**src/hw/rtl/assert_macros.svh**
```systemverilog
`ifndef ASSERT_MACROS_SVH
`define ASSERT_MACROS_SVH

// same-cycle implication, sampled on clock, off during reset
`define SFP_ASSERT_NOW(label, ante, cons, msg) \
   label: assert property (@(posedge clock) disable iff (reset) (ante) |-> (cons)) \
      else $error(msg);

// next-cycle implication, sampled on clock, off during reset
`define SFP_ASSERT_NEXT(label, ante, cons, msg) \
   label: assert property (@(posedge clock) disable iff (reset) (ante) |=> (cons)) \
      else $error(msg);

`endif

```
**src/hw/rtl/sfp_pkg.sv**
```systemverilog
`default_nettype none

package sfp_pkg;

   localparam int DATA_WIDTH          = 32;
   localparam int DIFF_WIDTH          = DATA_WIDTH + 1;
   localparam int PROD_WIDTH          = 2 * DATA_WIDTH;
   localparam int UNIT_WIDTH          = DATA_WIDTH + 2;
   localparam int VALUE_WIDTH_DEFAULT = 32;
   localparam int ITER_STEPS          = DATA_WIDTH;
   localparam int STEP_WIDTH          = $clog2(ITER_STEPS);

   typedef enum logic [3:0] {
      ST_IDLE,
      ST_PREP,
      ST_DIV_X,
      ST_SAT_X,
      ST_DIV_Y,
      ST_SAT_Y,
      ST_SQ_X,
      ST_SQ_Y,
      ST_SUM,
      ST_SQRT,
      ST_OUT
   } sfp_state_type;

   typedef enum logic [3:0] {
      OP_NONE,
      OP_ACCEPT,
      OP_PREP,
      OP_ZERO,
      OP_DIV,
      OP_SAT_X,
      OP_SAT_Y,
      OP_SQ_X,
      OP_SQ_Y,
      OP_SUM,
      OP_SQRT,
      OP_OUT
   } sfp_op_type;

   typedef struct packed {
      sfp_op_type op;
   } sfp_cmd_type;

   typedef struct packed {
      logic dt_zero;
   } sfp_stat_type;

endpackage

`default_nettype wire

```
**src/hw/rtl/sfp_ctrl.sv**
```systemverilog
`default_nettype none

module sfp_ctrl import sfp_pkg::*; (
   input  logic         clock,
   input  logic         reset,
   input  logic         req_valid,
   output logic         req_ready,
   output logic         rsp_valid,
   input  logic         rsp_ready,
   input  sfp_stat_type stat,
   output sfp_cmd_type  cmd
);

   sfp_state_type          state_ff, state_in;
   logic [STEP_WIDTH-1:0]  step_ff, step_in;
   logic                   have_prev_ff, have_prev_in;
   logic                   rsp_valid_ff, rsp_valid_in;
   logic                   step_last;
   logic                   can_load;
   logic                   accept;

   assign step_last = (step_ff == STEP_WIDTH'(ITER_STEPS - 1));
   assign can_load  = !rsp_valid_ff || rsp_ready;
   assign req_ready = (state_ff == ST_IDLE);
   assign accept    = req_valid && req_ready;
   assign rsp_valid = rsp_valid_ff;

   always_comb begin
      state_in = state_ff;
      case (state_ff)
         ST_IDLE:  if (accept && have_prev_ff) state_in = ST_PREP;
         ST_PREP:  state_in = stat.dt_zero ? ST_OUT : ST_DIV_X;
         ST_DIV_X: if (step_last) state_in = ST_SAT_X;
         ST_SAT_X: state_in = ST_DIV_Y;
         ST_DIV_Y: if (step_last) state_in = ST_SAT_Y;
         ST_SAT_Y: state_in = ST_SQ_X;
         ST_SQ_X:  state_in = ST_SQ_Y;
         ST_SQ_Y:  state_in = ST_SUM;
         ST_SUM:   state_in = ST_SQRT;
         ST_SQRT:  if (step_last) state_in = ST_OUT;
         ST_OUT:   if (can_load) state_in = ST_IDLE;
         default:  state_in = ST_IDLE;
      endcase
   end

   always_comb begin
      cmd.op = OP_NONE;
      case (state_ff)
         ST_IDLE:  if (accept) cmd.op = OP_ACCEPT;
         ST_PREP:  cmd.op = stat.dt_zero ? OP_ZERO : OP_PREP;
         ST_DIV_X: cmd.op = OP_DIV;
         ST_SAT_X: cmd.op = OP_SAT_X;
         ST_DIV_Y: cmd.op = OP_DIV;
         ST_SAT_Y: cmd.op = OP_SAT_Y;
         ST_SQ_X:  cmd.op = OP_SQ_X;
         ST_SQ_Y:  cmd.op = OP_SQ_Y;
         ST_SUM:   cmd.op = OP_SUM;
         ST_SQRT:  cmd.op = OP_SQRT;
         ST_OUT:   if (can_load) cmd.op = OP_OUT;
         default:  cmd.op = OP_NONE;
      endcase
   end

   always_comb begin
      if ((state_ff inside {ST_DIV_X, ST_DIV_Y, ST_SQRT}) && !step_last) begin
         step_in = step_ff + STEP_WIDTH'(1);
      end else begin
         step_in = '0;
      end
      have_prev_in = have_prev_ff || accept;
      if (cmd.op == OP_OUT) begin
         rsp_valid_in = 1'b1;
      end else if (rsp_ready) begin
         rsp_valid_in = 1'b0;
      end else begin
         rsp_valid_in = rsp_valid_ff;
      end
   end

   always_ff @(posedge clock) begin
      if (reset) begin
         state_ff     <= ST_IDLE;
         step_ff      <= '0;
         have_prev_ff <= 1'b0;
         rsp_valid_ff <= 1'b0;
      end else begin
         state_ff     <= state_in;
         step_ff      <= step_in;
         have_prev_ff <= have_prev_in;
         rsp_valid_ff <= rsp_valid_in;
      end
   end

endmodule

`default_nettype wire

```
**config.mk**
```make
export PLATFORM = sky130hd
export DESIGN_NAME = sfp_ctrl
export DESIGN_NICKNAME = d
export VERILOG_FILES = /design/src/hw/rtl/assert_macros.svh /design/src/hw/rtl/sfp_pkg.sv /design/src/hw/rtl/sfp_ctrl.sv
export SDC_FILE = /design/constraint.sdc
export NUM_CORES = 1
export LEC_CHECK = 0
export BUFFER_PORTS_ARGS = -buffer_cell sky130_fd_sc_hd__clkbuf_2
export CAP_MARGIN = 30
export CORE_MARGIN = 3
export CORE_UTILIZATION = 45
export DETAILED_ROUTE_END_ITERATION = 10
export PLACE_DENSITY = 0.71
export SETUP_SLACK_MARGIN = 0.5
export SLEW_MARGIN = 15
export SYNTH_ARGS = -nofsm -noshare
export SYNTH_HDL_FRONTEND = slang
export SYNTH_SLANG_ARGS = --single-unit
```
**constraint.sdc**
```tcl
create_clock -name clock -period 1.8 [get_ports clock]
set_clock_uncertainty 0.15 [all_clocks]
set_input_delay 0 -clock clock [delete_from_list [all_inputs] [get_ports clock]]
set_output_delay 0 -clock clock [all_outputs]
set_load 0.02 [all_outputs]
```
### Word level (Yosys, flattened, before mapping)

Index checks and enable logic that the tools add are counted.

| word-level totals | value |
|---|---|
| bits in writable memories | 0 |
| memories kept | 0 |
| output and inout bits | 6 |
| word-level logic and storage cells | 49 |
| latch bits | 0 |
| flip-flop bits (word level) | 11 |
| input bits | 5 |
| ROM bits | 0 |

| operators by class | value |
|---|---|
| reductions and logical operators | 13 |
| $add $sub $neg | 1 |
| bitwise gates (word level) | 1 |
| multipliers | 0 |
| shifts and indexed selects | 0 |
| div/mod/pow operators | 0 |
| muxes and demuxes | 13 |
| order comparisons | 0 |
| equal/unequal tests | 17 |

Operators by type and width:

| kind | number |
|---|---|
| $pmux 4 s11 | 1 |
| $pmux 4 s10 | 1 |
| $mux 4 | 7 |
| $eq 4x3->1 const B | 4 |
| $eq 4x4->1 const B | 4 |
| $eq 4x2->1 const B | 2 |
| $ne 2x2->1 const B | 4 |
| $add 5x1->5 const B | 1 |
| $eq 5x5->1 const B | 1 |
| $reduce_and 5->1 | 1 |
| $eq 4x1->1 const B | 1 |
| $logic_not 4->1 | 1 |
| $mux 1 | 4 |
| $reduce_or 2->1 | 2 |
| $logic_and 1x1->1 | 3 |
| $reduce_bool 3->1 | 1 |
| $logic_not 1->1 | 2 |
| $logic_or 1x1->1 | 2 |
| $ne 2x1->1 const B | 1 |
| $reduce_bool 2->1 | 1 |
| $not 1->1 | 1 |

### Longest topological paths before layout

| logic depth | value |
|---|---|
| depth after elaboration | 6 |
| mapped depth | 6 |
| depth with buffers taken out | 5 |

### Worst setup path after synthesis

Ideal clock, no wire load.

| timing path | value |
|---|---|
| kind | reg-to-reg |
| from | reg state_ff[3] |
| to | reg state_ff[1] |
| setup time | 0.072 ns |
| setup slack | 0.097 ns |
| arrival time | 1.482 ns |
| period minus slack after synthesis | 1.703 ns |
| stages on the path, launching flop included | 6 |
| cells stage by stage | dfxtp_1 buf_2 nor4_2 a32oi_1 o21ai_2 mux2i_1 |

| between the ends | value |
|---|---|
| cells in the longest elaborated chain, start to end | 5 |
| elaborated cells on any way between the ends | 20 |
| those cells by class | 15 x eq/ne; 1 x mux; 4 x reduce/logical |

Ends and longest elaborated chain:

| item | line | text |
|---|---|---|
| start: declaration | sfp_ctrl.sv:14 | `sfp_state_type state_ff, state_in;` |
| start signal: assignment | sfp_ctrl.sv:87 | `state_ff <= state_in;` |
| $logic_not 4->1 (*) | sfp_ctrl.sv:24 | `assign req_ready = (state_ff == ST_IDLE);` |
| via req_ready | sfp_ctrl.sv:7 | `output logic req_ready,` |
| $logic_and 1x1->1 | sfp_ctrl.sv:25 | `assign accept = req_valid && req_ready;` |
| $logic_and 1x1->1 | sfp_ctrl.sv:31 | `ST_IDLE: if (accept && have_prev_ff) state_in = ST_PREP;` |
| $ne 2x1->1 (no source line) | - |  |
| $reduce_and 5->1 (no source line) | - |  |

Mark *: on every way through the listed nets, which the timed path passes. The rest lies on a longest branch.
A chain may end at the register's enable or synchronous reset.

### Final worst setup path

| timing path | value |
|---|---|
| from | reg step_ff[1] |
| to | reg step_ff[0] |

| between the ends | value |
|---|---|
| cells in the longest elaborated chain, start to end | 5 |

Ends and longest elaborated chain:

| item | line | text |
|---|---|---|
| start: declaration | sfp_ctrl.sv:15 | `logic [STEP_WIDTH-1:0] step_ff, step_in;` |
| start signal: assignment | sfp_ctrl.sv:88 | `step_ff <= step_in;` |
| $eq 5x5->1 | sfp_ctrl.sv:22 | `assign step_last = (step_ff == STEP_WIDTH'(ITER_STEPS - 1));` |
| $logic_not 1->1 | sfp_ctrl.sv:65 | `if ((state_ff inside {ST_DIV_X, ST_DIV_Y, ST_SQRT}) && !step_last) begin` |
| $logic_and 1x1->1 | sfp_ctrl.sv:65 |  |
| $not 1->1 (no source line) | - |  |
| $reduce_or 2->1 (no source line) | - |  |

No other way between the ends.

==> results.md <==
- Core ar.: 1334 um^2
- CTS max path bufs: 2
- Number of synthesized flops with an enable pin: 0
- Switch Pwr: between 0.5 and 0.6 mW
- Gr ovfl total: 0
- Setup violations, final: 0
- Ports: 11
- Final hold vios: 1
- Post-Syn Area: about 650 um^2
- Largest net degree at the start of global routing: 10
- Worst skew pair latency: 0.27 ns
- Slew Limit Fails: 0
- Post-synth top area share: 0.3365
- Pwr Density: ~1300 nW/um^2
- Critical path origin: step_ff[1]
- Cells after synthesis: 83
- Total GRT Usage: 0.1987
- Vias in the first global route: 669
- Post-route antenna net violation count: 0
- Seq pwr share: 0.238
- Syn Nets: 90
- WHS: -0.02697 ns
- Crit-path max cell delay: about 0.40 ns
- Largest cells by area after synthesis: dfxtp_1 34%, nor2_1 7.5%, a21oi_1 6.1%, nand2b_1 4.8%, buf_2 3.8%
- Area growth syn-to-layout: 64.63%
- Worst r2r src: step_ff[1]
- Synth Flop Type: dfxtp_1
- ANT cells: 0
- Crit start category: flop
- WL final: 1776 um
- CP max FO: 5
- 1st-pass router iterations: 4
- Crit path kind: reg2reg
- Flop and latch count out of synthesis: 11
- Seq/Total Area, Yosys: 0.3365
- Drt wl/cell: 14.44 um
- Vias per cell: 5.431
- Max-cap viol count: 0
- Ys async rst share: 0
- Status: complete, but fails checks
- P_int: between 0.8 and 0.9 mW
- Die X-Extent: 44.14 um
- GP Congestion: 0.8042
- CTS tree: yes
- WP data required: 1.85 ns
- CP Cell Sequence: ha_4 -> and3_4 -> ha_4 -> or3_4 -> nor2_2
- Syn avg cell area: 7.884 um^2
- Power Total: about 1.4 mW
- Static leakage: 0.4210 nW
- Worst vdd ir: about 0.95 mV
- RSZ-0062 raised after global routing: true
- CTS H-tree depth: 1
- DR DRC count: 0
- F_max: 0.6375 GHz
- Max transition margin: 0.8187
- HPWL after DPL: around 1000 um
- Switch share: 0.4113
- Cell taking the most area after synthesis: dfxtp_1
- Rows: 13
- Die Span Y: 44.14 um
- Via Count: 668
- Synth unique cells: 30
- Min Clock Period, post-route: approximately 1.6 ns
- Synth cell count leaders: 13 x nor2_1, 11 x dfxtp_1, 8 x a21oi_1, 5 x buf_2, 5 x nand2b_1
- Clock Sinks: 11
- CP endpoint kind: flop
- Initial DRC Count: 16
- Num CTS Buffers: 3
- Final nets: 116
- PortBufs: 10
- Share of layout cells above drive strength 1: 0.5648
- Initial Utilization: 0.4906
- Clk root buf: clkbuf_4
- Clock slew at reported path FFs: 0.07 ns
- First-pass GRT wire length: a little under 3000 um
- Comb power frac: 0.644
- Hold Path Class: in2reg
- CP most frequent cell: ha_4
- Clock power frac: 0.118
- CP max stage cell: or3_4
- Failing checks: hold timing
- CP arrival: 1.62 ns
- Die area: 1948 um^2
- Setup tns final: 0 ns
- Hold-fix buffers, CTS: 2
- Final Cycle Share: 0.8715
- YS warnings: 0
- Worst Tran Pin Value: 0.2699 ns
- Hold Crit Start: rsp_ready
- Top-count cell post-synth: nor2_1
- Initial antenna violation count: 0
## registers in the layout (all words and copies together) (netlist names)
name,count
rsp_valid,1
step_ff,5
state_ff,4
have_prev_ff,1
## layer usage
metal  up-vias  track usage  share of wire
met2        16       0.3227           0.51
met3         2      0.03659          0.029
li1        335            -              -
met1       315       0.2488           0.45
met4         0       0.1024         0.0056
met5         -            0              0
## stage by stage
stage                     area [um^2]  hold slack, ns  setup slack (ns)  utilization  std cells
after floorplan                 718.2        -0.01241            0.3086            -         83
after global placement          782.0          0.1180            0.2387       0.5863        106
after detailed placement        782.0          0.1312            0.1708       0.5863        106
after CTS                       980.9        -0.03783            0.2364       0.7355        118
after global routing             1077        -0.02130            0.1827       0.8077        123
final                            1077        -0.02697            0.2313       0.8077        123
## worst max-delay path: cells and delay by family, from the launching register on
family / cells / cell delay, ns
fa+ha+maj: 2 / 0.33
flops: 1 / 0.34
simple gates: 3 / 0.69
## logic make-up after synthesis
| kind of cell | share of synthesized area |
|---|---|
| AND/OR/NAND/NOR | 0.3155 |
| AO/OA/AOI/OAI | 0.1836 |
| flip-flops | 0.3365 |
| buffers and inverters | 0.05544 |
| XOR/XNOR | 0.04016 |
| multiplexers | 0.03059 |
| adder cells (fa/ha/maj) | 0.03823 |
## layout make-up
| type | count | area (um^2) |
|---|---|---|
| multi-input combinational | 64 | 548.0 |
| fill | 82 | 256.5 |
| timing repair buffer | 27 | 239.0 |
| sequential | 11 | 237.7 |
| clock buffer | 4 | 26.28 |
| tap | 15 | 18.77 |
| inverter | 2 | 7.507 |
## final timing paths
path	slack [ns]	endpoint	cells after the start
hold reg to reg	0.33	have_prev_ff	2
setup reg to reg	0.23	step_ff[0]	5
setup / recovery	0.23	step_ff[0]	5
hold / removal	-0.03	rsp_valid	4
## power by group through the flow
stage / clock network (mW) / logic [mW] / registers, mW
3_3_place_gp: 0 / 0.607 / 0.338
5_1_grt: 0.183 / 0.993 / 0.345
2_1_floorplan: 0 / 0.496 / 0.314
6_report: 0.169 / 0.918 / 0.339
3_5_place_dp: 0 / 0.614 / 0.341
4_1_cts: 0.174 / 0.788 / 0.336
## repair_timing
action / CTS / global route
gates resized for setup: 28 / 18
setup buffers: 6 / 5
endpoints found under the setup margin: 13 / 14
gates cloned: 0 / 0
pin swaps: 6 / 6
endpoints found under the hold margin: 6 / 1
## layout by cell type, fill, tap and decap left out, drive strengths merged
master | synthesis | layout
buf | 6 | 18
nor2 | 13 | 13
clkbuf | 0 | 11
dfxtp | 11 | 11
a21oi | 8 | 8
nand2b | 5 | 5
nor2b | 4 | 4
nand2 | 4 | 4
o21ai | 3 | 3
o22ai | 3 | 3
a32oi | 2 | 2
xor2 | 2 | 2
inv | 2 | 2
mux2i | 2 | 2
ha | 2 | 2
dlygate4sd3 | 0 | 2
nor3 | 2 | 2
nand3 | 2 | 2
nor4 | 1 | 1
and3 | 1 | 1
or2 | 1 | 1
and3b | 1 | 1
and2 | 1 | 1
nor3b | 1 | 1
o211ai | 1 | 1
nand3b | 1 | 1
or3 | 1 | 1
xnor2 | 1 | 1
o21ba | 1 | 1
o21bai | 1 | 1
No activity file was read; power rests on OpenSTA's default activity.
